==> src/design/climate_threshold_relay_controller_unit_assert.svh <==
// ----------------------------------------------------------------------------
// Assertion macros
// Concurrent assertion forms for the relay controller core.
// ----------------------------------------------------------------------------
`ifndef CLIMATE_THRESHOLD_RELAY_CONTROLLER_UNIT_ASSERT_SVH
`define CLIMATE_THRESHOLD_RELAY_CONTROLLER_UNIT_ASSERT_SVH

// The condition must hold at every clock edge outside reset.
`define CTRC_ASSERT_ALWAYS(name, cond, msg) \
  name: assert property (@(posedge clk) disable iff (!rst_n) (cond)) else $error(msg);

// When the trigger holds, the consequence must hold in the next cycle.
`define CTRC_ASSERT_NEXT(name, trig, cons, msg) \
  name: assert property (@(posedge clk) disable iff (!rst_n) (trig) |=> (cons)) else $error(msg);

`endif

==> src/design/ctrc_pkg.sv <==
// ----------------------------------------------------------------------------
// Relay controller package
// Word types, limits and command codes shared by the controller modules.
// ----------------------------------------------------------------------------
package ctrc_pkg;

  localparam logic [6:0] LIMIT_MAX      = 7'd99;
  localparam logic [6:0] T_HI_RESET     = 7'd31;
  localparam logic [6:0] T_LO_RESET     = 7'd29;
  localparam logic [6:0] H_HI_RESET     = 7'd99;
  localparam logic [6:0] H_LO_RESET     = 7'd0;

  localparam logic [7:0] CMD_T_HI_UP    = 8'h31;
  localparam logic [7:0] CMD_T_HI_DOWN  = 8'h32;
  localparam logic [7:0] CMD_H_HI_UP    = 8'h33;
  localparam logic [7:0] CMD_H_HI_DOWN  = 8'h34;
  localparam logic [7:0] CMD_VIEW       = 8'h35;
  localparam logic [7:0] CMD_CUR_PREV   = 8'h36;
  localparam logic [7:0] CMD_CUR_NEXT   = 8'h37;
  localparam logic [7:0] CMD_HIST_CLEAR = 8'h39;
  localparam logic [7:0] CMD_T_LO_UP    = 8'h61;
  localparam logic [7:0] CMD_T_LO_DOWN  = 8'h62;
  localparam logic [7:0] CMD_H_LO_UP    = 8'h63;
  localparam logic [7:0] CMD_H_LO_DOWN  = 8'h64;
  localparam logic [7:0] CMD_BEEP       = 8'h65;

  typedef struct packed {
    logic       action;
    logic [7:0] command;
    logic [7:0] temp_int;
    logic [7:0] temp_frac;
    logic [7:0] humi_int;
    logic [7:0] humi_frac;
  } ctrc_item_t;

  typedef struct packed {
    logic       heater_on;
    logic       cooler_on;
    logic       beep_on;
    logic       save_strobe;
    logic [5:0] save_slot;
    logic [5:0] record_count;
    logic [6:0] temp_high_limit;
    logic [6:0] temp_low_limit;
    logic [6:0] humi_high_limit;
    logic [6:0] humi_low_limit;
    logic       history_view;
    logic [5:0] history_cursor;
  } ctrc_result_t;

endpackage

==> src/design/ctrc_in_if.sv <==
// ----------------------------------------------------------------------------
// Input channel
// Valid/ready channel carrying one sample or command word.
// ----------------------------------------------------------------------------
interface ctrc_in_if;
  logic       valid;
  logic       ready;
  logic       action;
  logic [7:0] command;
  logic [7:0] temp_int;
  logic [7:0] temp_frac;
  logic [7:0] humi_int;
  logic [7:0] humi_frac;

  modport source (
    output valid, action, command, temp_int, temp_frac, humi_int, humi_frac,
    input  ready
  );
  modport sink (
    input  valid, action, command, temp_int, temp_frac, humi_int, humi_frac,
    output ready
  );
endinterface

==> src/design/ctrc_out_if.sv <==
// ----------------------------------------------------------------------------
// Result channel
// Valid/ready channel carrying one controller status word.
// ----------------------------------------------------------------------------
interface ctrc_out_if;
  logic       valid;
  logic       ready;
  logic       heater_on;
  logic       cooler_on;
  logic       beep_on;
  logic       save_strobe;
  logic [5:0] save_slot;
  logic [5:0] record_count;
  logic [6:0] temp_high_limit;
  logic [6:0] temp_low_limit;
  logic [6:0] humi_high_limit;
  logic [6:0] humi_low_limit;
  logic       history_view;
  logic [5:0] history_cursor;

  modport source (
    output valid, heater_on, cooler_on, beep_on, save_strobe, save_slot,
           record_count, temp_high_limit, temp_low_limit, humi_high_limit,
           humi_low_limit, history_view, history_cursor,
    input  ready
  );
  modport sink (
    input  valid, heater_on, cooler_on, beep_on, save_strobe, save_slot,
           record_count, temp_high_limit, temp_low_limit, humi_high_limit,
           humi_low_limit, history_view, history_cursor,
    output ready
  );
endinterface

==> src/design/climate_threshold_relay_controller_unit.sv <==
// ----------------------------------------------------------------------------
// Climate threshold relay controller
// Takes sensor samples and command words and returns relay, beeper, save and
// threshold and history status, one result word for each input word.
// ----------------------------------------------------------------------------
// The controller accepts one word every clock cycle while the result channel
// is ready. Each word passes through the input register and then the result
// register, with the threshold, history and relay state updated by a single
// pass of compare and step logic between the two. A stall on the result
// channel holds the pipeline without losing words. No initialization pass
// is needed after reset.
module climate_threshold_relay_controller_unit
  import ctrc_pkg::*;
#(
  parameter int HISTORY_SLOTS = 50,
  parameter int SAVE_PERIOD   = 10
) (
  input  logic       clk,
  input  logic       rst_n,
  ctrc_in_if.sink    in_chan,
  ctrc_out_if.source out_chan
);

  logic         item_valid;
  ctrc_item_t   item;
  ctrc_result_t result;
  logic         space;
  logic         advance;

  assign advance = item_valid && space;

  ctrc_in_stage u_in_stage (
    .clk        (clk),
    .rst_n      (rst_n),
    .in_chan    (in_chan),
    .advance    (advance),
    .item_valid (item_valid),
    .item       (item)
  );

  ctrc_core #(
    .HISTORY_SLOTS (HISTORY_SLOTS),
    .SAVE_PERIOD   (SAVE_PERIOD)
  ) u_core (
    .clk     (clk),
    .rst_n   (rst_n),
    .advance (advance),
    .item    (item),
    .result  (result)
  );

  ctrc_out_stage u_out_stage (
    .clk      (clk),
    .rst_n    (rst_n),
    .load     (advance),
    .result   (result),
    .space    (space),
    .out_chan (out_chan)
  );

endmodule

==> src/design/ctrc_in_stage.sv <==
// ----------------------------------------------------------------------------
// Input stage
// Registers the incoming word and hands it to the core.
// ----------------------------------------------------------------------------
module ctrc_in_stage
  import ctrc_pkg::*;
(
  input  logic         clk,
  input  logic         rst_n,
  ctrc_in_if.sink      in_chan,
  input  logic         advance,
  output logic         item_valid,
  output ctrc_item_t   item
);

  logic       valid_r;
  logic       valid_nxt;
  ctrc_item_t item_r;
  logic       load;

  assign in_chan.ready = !valid_r || advance;
  assign load          = in_chan.valid && in_chan.ready;

  always_comb begin
    valid_nxt = valid_r;
    if (load) begin
      valid_nxt = 1'b1;
    end else if (advance) begin
      valid_nxt = 1'b0;
    end
  end

  always_ff @(posedge clk) begin
    if (!rst_n) begin
      valid_r <= 1'b0;
    end else begin
      valid_r <= valid_nxt;
    end
  end

  always_ff @(posedge clk) begin
    if (load) begin
      item_r.action    <= in_chan.action;
      item_r.command   <= in_chan.command;
      item_r.temp_int  <= in_chan.temp_int;
      item_r.temp_frac <= in_chan.temp_frac;
      item_r.humi_int  <= in_chan.humi_int;
      item_r.humi_frac <= in_chan.humi_frac;
    end
  end

  assign item_valid = valid_r;
  assign item       = item_r;

endmodule

==> src/design/ctrc_core.sv <==
// ----------------------------------------------------------------------------
// Controller core
// Holds thresholds, history and relay state; evaluates one word per cycle while the pipeline advances.
// ----------------------------------------------------------------------------
`include "climate_threshold_relay_controller_unit_assert.svh"

module ctrc_core
  import ctrc_pkg::*;
#(
  parameter int HISTORY_SLOTS = 50,
  parameter int SAVE_PERIOD   = 10
) (
  input  logic         clk,
  input  logic         rst_n,
  input  logic         advance,
  input  ctrc_item_t   item,
  output ctrc_result_t result
);

  localparam logic [6:0] SLOTS  = 7'(HISTORY_SLOTS);
  localparam logic [3:0] PERIOD = 4'(SAVE_PERIOD);

  logic [6:0] t_hi_r, t_hi_nxt, t_lo_r, t_lo_nxt;
  logic [6:0] h_hi_r, h_hi_nxt, h_lo_r, h_lo_nxt;
  logic       view_r, view_nxt;
  logic [5:0] cursor_r, cursor_nxt;
  logic [5:0] records_r, records_nxt;
  logic       beep_en_r, beep_en_nxt;
  logic [3:0] count_r, count_nxt;
  logic       heater_r, heater_nxt, cooler_r, cooler_nxt, beeper_r, beeper_nxt;

  logic [11:0] t10, h10;
  logic        cold, hot, humi_bad;
  logic [6:0]  records_inc;
  logic [5:0]  records_last;
  logic        strobe;
  logic [5:0]  slot;

  always_comb begin
    t_hi_nxt    = t_hi_r;
    t_lo_nxt    = t_lo_r;
    h_hi_nxt    = h_hi_r;
    h_lo_nxt    = h_lo_r;
    view_nxt    = view_r;
    cursor_nxt  = cursor_r;
    records_nxt = records_r;
    beep_en_nxt = beep_en_r;
    count_nxt   = count_r;
    heater_nxt  = heater_r;
    cooler_nxt  = cooler_r;
    beeper_nxt  = beeper_r;
    strobe      = 1'b0;
    slot        = 6'd0;

    t10 = 12'(item.temp_int) * 12'd10 + 12'(item.temp_frac);
    h10 = 12'(item.humi_int) * 12'd10 + 12'(item.humi_frac);
    cold     = t10 < 12'(t_lo_r) * 12'd10;
    hot      = t10 > 12'(t_hi_r) * 12'd10;
    humi_bad = (h10 > 12'(h_hi_r) * 12'd10) || (h10 < 12'(h_lo_r) * 12'd10);
    records_inc  = 7'(records_r) + 7'd1;
    records_last = (records_r != 6'd0) ? records_r - 6'd1 : 6'd0;

    if (item.action) begin
      unique case (item.command)
        CMD_T_HI_UP: begin
          t_hi_nxt = (t_hi_r >= LIMIT_MAX) ? LIMIT_MAX : t_hi_r + 7'd1;
        end
        CMD_T_HI_DOWN: begin
          if (t_hi_r > t_lo_r) t_hi_nxt = t_hi_r - 7'd1;
        end
        CMD_H_HI_UP: begin
          h_hi_nxt = (h_hi_r >= LIMIT_MAX) ? LIMIT_MAX : h_hi_r + 7'd1;
        end
        CMD_H_HI_DOWN: begin
          if (h_hi_r > h_lo_r) h_hi_nxt = h_hi_r - 7'd1;
        end
        CMD_VIEW: begin
          view_nxt = !view_r;
        end
        CMD_CUR_PREV: begin
          if (view_r) begin
            cursor_nxt = (cursor_r != 6'd0) ? cursor_r - 6'd1 : records_last;
          end
        end
        CMD_CUR_NEXT: begin
          if (view_r) begin
            if (records_r != 6'd0 && cursor_r < records_last) begin
              cursor_nxt = cursor_r + 6'd1;
            end else begin
              cursor_nxt = 6'd0;
            end
          end
        end
        CMD_HIST_CLEAR: begin
          records_nxt = 6'd0;
        end
        CMD_T_LO_UP: begin
          if (t_hi_r > t_lo_r) t_lo_nxt = t_lo_r + 7'd1;
        end
        CMD_T_LO_DOWN: begin
          if (t_lo_r != 7'd0) t_lo_nxt = t_lo_r - 7'd1;
        end
        CMD_H_LO_UP: begin
          if (h_hi_r > h_lo_r) h_lo_nxt = h_lo_r + 7'd1;
        end
        CMD_H_LO_DOWN: begin
          if (h_lo_r != 7'd0) h_lo_nxt = h_lo_r - 7'd1;
        end
        CMD_BEEP: begin
          beep_en_nxt = !beep_en_r;
          if (beep_en_r) beeper_nxt = 1'b0;
        end
        default: begin
        end
      endcase
    end else begin
      if (cold || hot || humi_bad) begin
        beeper_nxt = beep_en_r;
        if (cold) begin
          heater_nxt = 1'b1;
          cooler_nxt = 1'b0;
        end else if (hot) begin
          heater_nxt = 1'b0;
          cooler_nxt = 1'b1;
        end
      end else begin
        heater_nxt = 1'b0;
        cooler_nxt = 1'b0;
        beeper_nxt = 1'b0;
      end

      if (count_r >= PERIOD) begin
        strobe      = 1'b1;
        slot        = records_r;
        records_nxt = (records_inc >= SLOTS) ? 6'd0 : records_inc[5:0];
        count_nxt   = 4'd0;
      end else begin
        count_nxt = count_r + 4'd1;
      end
    end
  end

  always_ff @(posedge clk) begin
    if (!rst_n) begin
      t_hi_r    <= T_HI_RESET;
      t_lo_r    <= T_LO_RESET;
      h_hi_r    <= H_HI_RESET;
      h_lo_r    <= H_LO_RESET;
      view_r    <= 1'b0;
      cursor_r  <= 6'd0;
      records_r <= 6'd0;
      beep_en_r <= 1'b0;
      count_r   <= 4'd0;
      heater_r  <= 1'b0;
      cooler_r  <= 1'b0;
      beeper_r  <= 1'b0;
    end else if (advance) begin
      t_hi_r    <= t_hi_nxt;
      t_lo_r    <= t_lo_nxt;
      h_hi_r    <= h_hi_nxt;
      h_lo_r    <= h_lo_nxt;
      view_r    <= view_nxt;
      cursor_r  <= cursor_nxt;
      records_r <= records_nxt;
      beep_en_r <= beep_en_nxt;
      count_r   <= count_nxt;
      heater_r  <= heater_nxt;
      cooler_r  <= cooler_nxt;
      beeper_r  <= beeper_nxt;
    end
  end

  always_comb begin
    result.heater_on       = heater_nxt;
    result.cooler_on       = cooler_nxt;
    result.beep_on         = beeper_nxt;
    result.save_strobe     = strobe;
    result.save_slot       = slot;
    result.record_count    = records_nxt;
    result.temp_high_limit = t_hi_nxt;
    result.temp_low_limit  = t_lo_nxt;
    result.humi_high_limit = h_hi_nxt;
    result.humi_low_limit  = h_lo_nxt;
    result.history_view    = view_nxt;
    result.history_cursor  = cursor_nxt;
  end

  `CTRC_ASSERT_ALWAYS(a_temp_order, t_lo_r <= t_hi_r && t_hi_r <= LIMIT_MAX, "temperature limits out of order")
  `CTRC_ASSERT_ALWAYS(a_humi_order, h_lo_r <= h_hi_r && h_hi_r <= LIMIT_MAX, "humidity limits out of order")
  `CTRC_ASSERT_ALWAYS(a_records_range, 7'(records_r) < SLOTS, "record count past slot count")
  `CTRC_ASSERT_ALWAYS(a_relay_excl, !(heater_r && cooler_r), "heater and cooler both on")
  `CTRC_ASSERT_NEXT(a_state_hold, !advance, $stable(records_r) && $stable(count_r), "state moved without a word")

endmodule

==> src/design/ctrc_out_stage.sv <==
// ----------------------------------------------------------------------------
// Output stage
// Result register driving the output channel.
// ----------------------------------------------------------------------------
module ctrc_out_stage
  import ctrc_pkg::*;
(
  input  logic         clk,
  input  logic         rst_n,
  input  logic         load,
  input  ctrc_result_t result,
  output logic         space,
  ctrc_out_if.source   out_chan
);

  logic         valid_r;
  logic         valid_nxt;
  ctrc_result_t result_r;

  assign space = !valid_r || out_chan.ready;

  always_comb begin
    valid_nxt = valid_r;
    if (load) begin
      valid_nxt = 1'b1;
    end else if (out_chan.ready) begin
      valid_nxt = 1'b0;
    end
  end

  always_ff @(posedge clk) begin
    if (!rst_n) begin
      valid_r <= 1'b0;
    end else begin
      valid_r <= valid_nxt;
    end
  end

  always_ff @(posedge clk) begin
    if (load) begin
      result_r <= result;
    end
  end

  assign out_chan.valid           = valid_r;
  assign out_chan.heater_on       = result_r.heater_on;
  assign out_chan.cooler_on       = result_r.cooler_on;
  assign out_chan.beep_on         = result_r.beep_on;
  assign out_chan.save_strobe     = result_r.save_strobe;
  assign out_chan.save_slot       = result_r.save_slot;
  assign out_chan.record_count    = result_r.record_count;
  assign out_chan.temp_high_limit = result_r.temp_high_limit;
  assign out_chan.temp_low_limit  = result_r.temp_low_limit;
  assign out_chan.humi_high_limit = result_r.humi_high_limit;
  assign out_chan.humi_low_limit  = result_r.humi_low_limit;
  assign out_chan.history_view    = result_r.history_view;
  assign out_chan.history_cursor  = result_r.history_cursor;

endmodule

==> src/flat_wrapper.sv <==
// flat-port wrapper written by rule: the top's interface ports become plain ports
module climate_threshold_relay_controller_unit_flat import ctrc_pkg::*;
#(
  parameter int HISTORY_SLOTS = 50,
  parameter int SAVE_PERIOD   = 10
)
  (clk, rst_n, in_chan_valid, in_chan_action, in_chan_command, in_chan_temp_int, in_chan_temp_frac, in_chan_humi_int, in_chan_humi_frac, in_chan_ready, out_chan_valid, out_chan_heater_on, out_chan_cooler_on, out_chan_beep_on, out_chan_save_strobe, out_chan_save_slot, out_chan_record_count, out_chan_temp_high_limit, out_chan_temp_low_limit, out_chan_humi_high_limit, out_chan_humi_low_limit, out_chan_history_view, out_chan_history_cursor, out_chan_ready);
  ctrc_in_if in_chan_i ();
  ctrc_out_if out_chan_i ();
  input  logic clk;
  input  logic rst_n;
  input wire logic [$bits(in_chan_i.valid)-1:0] in_chan_valid;
  input wire logic [$bits(in_chan_i.action)-1:0] in_chan_action;
  input wire logic [$bits(in_chan_i.command)-1:0] in_chan_command;
  input wire logic [$bits(in_chan_i.temp_int)-1:0] in_chan_temp_int;
  input wire logic [$bits(in_chan_i.temp_frac)-1:0] in_chan_temp_frac;
  input wire logic [$bits(in_chan_i.humi_int)-1:0] in_chan_humi_int;
  input wire logic [$bits(in_chan_i.humi_frac)-1:0] in_chan_humi_frac;
  output wire logic [$bits(in_chan_i.ready)-1:0] in_chan_ready;
  output wire logic [$bits(out_chan_i.valid)-1:0] out_chan_valid;
  output wire logic [$bits(out_chan_i.heater_on)-1:0] out_chan_heater_on;
  output wire logic [$bits(out_chan_i.cooler_on)-1:0] out_chan_cooler_on;
  output wire logic [$bits(out_chan_i.beep_on)-1:0] out_chan_beep_on;
  output wire logic [$bits(out_chan_i.save_strobe)-1:0] out_chan_save_strobe;
  output wire logic [$bits(out_chan_i.save_slot)-1:0] out_chan_save_slot;
  output wire logic [$bits(out_chan_i.record_count)-1:0] out_chan_record_count;
  output wire logic [$bits(out_chan_i.temp_high_limit)-1:0] out_chan_temp_high_limit;
  output wire logic [$bits(out_chan_i.temp_low_limit)-1:0] out_chan_temp_low_limit;
  output wire logic [$bits(out_chan_i.humi_high_limit)-1:0] out_chan_humi_high_limit;
  output wire logic [$bits(out_chan_i.humi_low_limit)-1:0] out_chan_humi_low_limit;
  output wire logic [$bits(out_chan_i.history_view)-1:0] out_chan_history_view;
  output wire logic [$bits(out_chan_i.history_cursor)-1:0] out_chan_history_cursor;
  input wire logic [$bits(out_chan_i.ready)-1:0] out_chan_ready;
  assign in_chan_i.valid = in_chan_valid;
  assign in_chan_i.action = in_chan_action;
  assign in_chan_i.command = in_chan_command;
  assign in_chan_i.temp_int = in_chan_temp_int;
  assign in_chan_i.temp_frac = in_chan_temp_frac;
  assign in_chan_i.humi_int = in_chan_humi_int;
  assign in_chan_i.humi_frac = in_chan_humi_frac;
  assign in_chan_ready = in_chan_i.ready;
  assign out_chan_valid = out_chan_i.valid;
  assign out_chan_heater_on = out_chan_i.heater_on;
  assign out_chan_cooler_on = out_chan_i.cooler_on;
  assign out_chan_beep_on = out_chan_i.beep_on;
  assign out_chan_save_strobe = out_chan_i.save_strobe;
  assign out_chan_save_slot = out_chan_i.save_slot;
  assign out_chan_record_count = out_chan_i.record_count;
  assign out_chan_temp_high_limit = out_chan_i.temp_high_limit;
  assign out_chan_temp_low_limit = out_chan_i.temp_low_limit;
  assign out_chan_humi_high_limit = out_chan_i.humi_high_limit;
  assign out_chan_humi_low_limit = out_chan_i.humi_low_limit;
  assign out_chan_history_view = out_chan_i.history_view;
  assign out_chan_history_cursor = out_chan_i.history_cursor;
  assign out_chan_i.ready = out_chan_ready;
  climate_threshold_relay_controller_unit #(.HISTORY_SLOTS(HISTORY_SLOTS), .SAVE_PERIOD(SAVE_PERIOD)) u_core (.clk(clk), .rst_n(rst_n), .in_chan(in_chan_i), .out_chan(out_chan_i));
endmodule
==> config.mk <==
export PLATFORM = sky130hd
export DESIGN_NAME = climate_threshold_relay_controller_unit_flat
export DESIGN_NICKNAME = d
export VERILOG_FILES = /design/src/design/ctrc_pkg.sv /design/src/design/ctrc_in_if.sv /design/src/design/ctrc_out_if.sv /design/src/design/climate_threshold_relay_controller_unit.sv /design/src/design/ctrc_in_stage.sv /design/src/design/ctrc_core.sv /design/src/design/ctrc_out_stage.sv /design/src/flat_wrapper.sv
export VERILOG_INCLUDE_DIRS = /design/src /design/src/design
export SDC_FILE = /design/constraint.sdc
export NUM_CORES = 1
export LEC_CHECK = 0
export ABC_CLOCK_PERIOD_IN_PS = 6950
export BUFFER_PORTS_ARGS = -buffer_cell sky130_fd_sc_hd__buf_2
export CORE_AREA = 4 4 148 150
export DETAILED_ROUTE_END_ITERATION = 8
export DIE_AREA = 0 0 152 154
export GPL_TIMING_DRIVEN = 1
export PLACE_DENSITY = 0.71
export SLEW_MARGIN = 5
export SYNTH_ARGS = -nofsm -noshare
export SYNTH_HDL_FRONTEND = slang
export SYNTH_HIERARCHICAL = 1
export SYNTH_SLANG_ARGS = --single-unit
==> constraint.sdc <==
create_clock -name clk -period 6.95 [get_ports clk]
set_clock_uncertainty 0.15 [all_clocks]
set_input_delay 1.39 -clock clk [delete_from_list [all_inputs] [get_ports clk]]
set_output_delay 1.39 -clock clk [all_outputs]
set_load 0.01 [all_outputs]
==> metrics.yaml <==
pwr:
  total_power_density_per_cell_area_nw_per_um2: 215
  power.net_switching_uw: 769
  seqPwrFrac: 0.361
  static-leakage-power_nw: 5.09
  peakVddDrop_uv: 186
  post-layout-total-power_mw: 2.68
  power.internal_mw: 1.91
  pwr-share-comb: 0.236
  netSwitchingFraction: 0.287
  clockPowerShare: 0.403
yosys:
  synth_sequential_area_ratio: 0.339
  netlist_instances: 1220
  postSynthRegisterBits: 143
  cell_area_after_synthesis_um2: 11200
  synth_area_leaders: "edfxtp_1 (25%), ha_1 (17%), dfxtp_1 (9.2%), o21ai_0 (3.8%), a21oi_1 (3.3%)"
  synth_edf_count: 92
  post-synth-top-count-cell: "ha_1"
  post_synthesis_average_cell_area_um2: 9.14
  yosysTopAreaCellShare: 0.248
  synth.distinct_cells: 90
  yosysWarningCount: 6
  ys_async_sr_fraction: 0
  yosys_most_used_dff: "edfxtp_1"
  synthesis.nets: 1427
  cell_accounting_for_the_most_synthesized_area: "edfxtp_1"
  synth_top_cells_by_count: "ha_1 (154), edfxtp_1 (92), inv_1 (88), nor2_1 (88), nand2_1 (86)"
sta:
  finalWorstSetupSlack_ps: 2330
  timing_hold_violations_final: 0
  timing.fmax_ghz: 0.217
  grt_setup_unrepaired: "false"
  finalMaxSlewViolations: 0
  worst-slew-pin-transition_ps: 913
  final.period_utilization: 0.664
  total_setup_violations_reported_at_the_end_of_the_flow: 0
  max-slew-margin-rel: 0.389
  total_neg_setup_slack_ps: 0
  timing.final.crit_period_ps: 4620
grt:
  number_of_antenna_violations_at_the_first_check_in_global_routing: 0
  overflow: 0
  global_route_wire_length_before_repair_mm: 44.8
  grtUsageTotal: 0.230
  grt_max_degree: 53
  number_of_global_route_vias_before_repair: 8984
critical_path:
  timing.critical_path.cells: "ha_1 -> ha_1 -> fa_1 -> ha_1 -> o21ai_0 -> o21ai_0 -> o2111ai_1 -> xnor2_1 -> ha_1 -> a22o_1 -> nor4_1 -> a31oi_1 -> nand3b_1 -> nand2_1 -> o21ai_1 -> a21o_1"
  timing.critical_path.max_delay_family: "adder cells"
  timing.critical_path.from_type: "register"
  critical-path-top-cell-by-count: "ha_1"
  worst-endpoint-arrival_ps: 4650
  ff2ff_setup_slack_ps: 2330
  worstRegToRegCells: 16
  timing.critical_path.depth: 16
  endpoint: "u_core/u_out_stage/out_chan.cooler_on"
  timing.critical_path.slowest_stage_cell: "edfxtp_1"
  critical_path_buf_inv_count: 0
  regToRegEndpoint: "u_core/u_out_stage/out_chan.cooler_on"
  cp_max_fo: 3
  timing.critical_path.required_ps: 6980
  rr_startpoint: "u_core/u_in_stage/item[25]"
  category_of_the_most_critical_setup_path: "reg2reg"
  crit_path_start: "u_core/u_in_stage/item[25]"
  end_kind: "register"
  cpPeakStageDelay_ps: 470
finish:
  finalNonFillerCells: 1580
  nFillCells: 1818
  n_antenna_cell: 0
  area_growth_syn_to_layout_pct: 12.0
  multi_input_comb_area_um2: 6790
  layout.area.seq_um2: 3780
  layout-drive-gt1-share: 0.125
  design.final.nets: 1499
floorplan:
  top_level_ports: 98
  dieHeight_um: 154
  die_footprint_um2: 23400
  initial_utilization: 0.539
  standard_cell_core_area_um2: 20700
  die_x_um: 152
  num_rows: 53
placement:
  place.gp.congestion: 0.922
  post-place-ws_ps: 2400
  port_buffers: 97
  dp_cells: 1548
  detailed_place_hpwl_mm: 20.0
clocking:
  worst_setup_hold_path_clk_slew_ps: 60
  insertion_delay_ps: 430
  post-cts-setup-buffers: 0
  clockBufferDepth: 2
  tritoncts_num_sinks: 143
  root_buffer: "clkbuf_16"
  ctsResizeCount: 0
  hold_buffers: 0
  cts-htree-levels: 4
  numCtsBuffers: 17
  clock_tree_from_tritoncts: "yes"
drt:
  first_iter_violations: 713
  route.detailed.drc: 0
  total_via_count_after_detailed_routing: 9531
  total_iterations_of_the_first_detailed_routing_run: 6
  routed_len_inst_um: 17.2
  postRouteAntennaNets: 0
  routed_via_density: 6.03
  wirelength_mm: 27.1
min_path:
  hold_path_class: "reg2reg"
outcome:
  run_status: "complete, no violations"
job:
  cap_viol_max_count: 0
-- worst reg2reg max path: cells and delay by family, from the launching register on --
family | cells | cell delay [ps]
adder cells (fa/ha/maj) | 5 | 1630
AO/OA/AOI/OAI | 7 | 1290
AND/OR/NAND/NOR | 3 | 510
flip-flops | 1 | 470
XOR/XNOR | 1 | 330
-- worst min path at each step --
stage | end | cells past startpoint | slack, ps | start
3_3_place_gp | u_core/u_core/count_r[3] | 1 | 320 | u_core/u_core/count_r[3]
5_1_grt | u_core/u_core/heater_r | 2 | 350 | u_core/u_core/heater_r
4_1_cts | u_core/u_core/heater_r | 2 | 350 | u_core/u_core/heater_r
6_report | u_core/u_out_stage/out_chan.valid | 2 | 340 | u_core/u_out_stage/out_chan.valid
3_5_place_dp | u_core/u_core/heater_r | 2 | 330 | u_core/u_core/heater_r
2_1_floorplan | u_core/u_core/count_r[3] | 1 | 300 | u_core/u_core/count_r[3]
-- layer usage --
metal  track usage  routed length [um]
met4        0.0723                 590
met1         0.308               12200
met5             0                   0
met3        0.0591                2120
met2         0.366               12200
-- power by group through the flow --
| stage | Combinational, mW | Clock, mW | Sequential [mW] |
|---|---|---|---|
| 2_1_floorplan | 0.477 | 0 | 0.984 |
| 3_3_place_gp | 0.609 | 0 | 0.984 |
| 3_5_place_dp | 0.629 | 0 | 0.985 |
| 4_1_cts | 0.634 | 1.10 | 0.967 |
| 5_1_grt | 0.723 | 1.14 | 0.971 |
| 6_report | 0.634 | 1.08 | 0.968 |
-- per-stage QoR --
| step | hold slack (ps) | util | area [um^2] |
|---|---|---|---|
| after floorplan | 300 | - | 11200 |
| after global placement | 316 | 0.570 | 11800 |
| after detailed placement | 330 | 0.570 | 11800 |
| after CTS | 346 | 0.604 | 12500 |
| after global routing | 352 | 0.604 | 12500 |
| final | 344 | 0.604 | 12500 |
-- cell families after synthesis --
kind of cell    Yosys count  share of synthesized area
fa+ha+maj               162                      0.187
mux                       4                    0.00370
compound gates          357                      0.217
flops                   143                      0.339
buf+inv                 141                     0.0524
simple gates            371                      0.168
xor+xnor                 42                     0.0330
-- state kept, by name (all words and copies together) (netlist names), 7 cells and up --
| name | flops |
|---|---|
| u_core/u_out_stage/out_chan.temp_low_limit | 7 |
| u_core/u_core/t_hi_r | 7 |
| u_core/u_in_stage/item | 41 |
| u_core/u_core/h_lo_r | 7 |
| u_core/u_core/t_lo_r | 7 |
| u_core/u_out_stage/out_chan.humi_low_limit | 7 |
| u_core/u_out_stage/out_chan.temp_high_limit | 7 |
| u_core/u_core/h_hi_r | 7 |
| u_core/u_out_stage/out_chan.humi_high_limit | 7 |
-- cell type report --
class                   count  share of cell area
well taps                 275              0.0275
clock buffers              21              0.0403
repair buffers            104              0.0430
multi-input cells         936               0.544
inverters                  90              0.0270
clock inverters            11              0.0157
flip-flops and latches    143               0.303
-- cell usage in the layout, fill, tap and decap left out, types with 6 or more instances in the layout --
cell and count:
a211oi_1 11, a21o_1 15, a21oi_1 73, a22o_1 9, a31oi_1 13, a32o_1 8
and2_1 10, and3_1 16, buf_2 97, buf_4 7, clkbuf_16 20, dfxtp_1 51
edfxtp_1 92, fa_1 8, ha_1 154, inv_1 88, nand2_1 86, nand2b_1 11
nand3_1 46, nand4_1 14, nor2_1 88, nor2b_1 16, nor3_1 31, nor4_1 7
o2111ai_1 6, o211ai_1 21, o21a_1 16, o21ai_0 84, o21ai_1 7, o21bai_1 8
o31ai_1 14, or3_1 9, xnor2_1 25, xor2_1 17
Power figures use the tool's default switching activity.
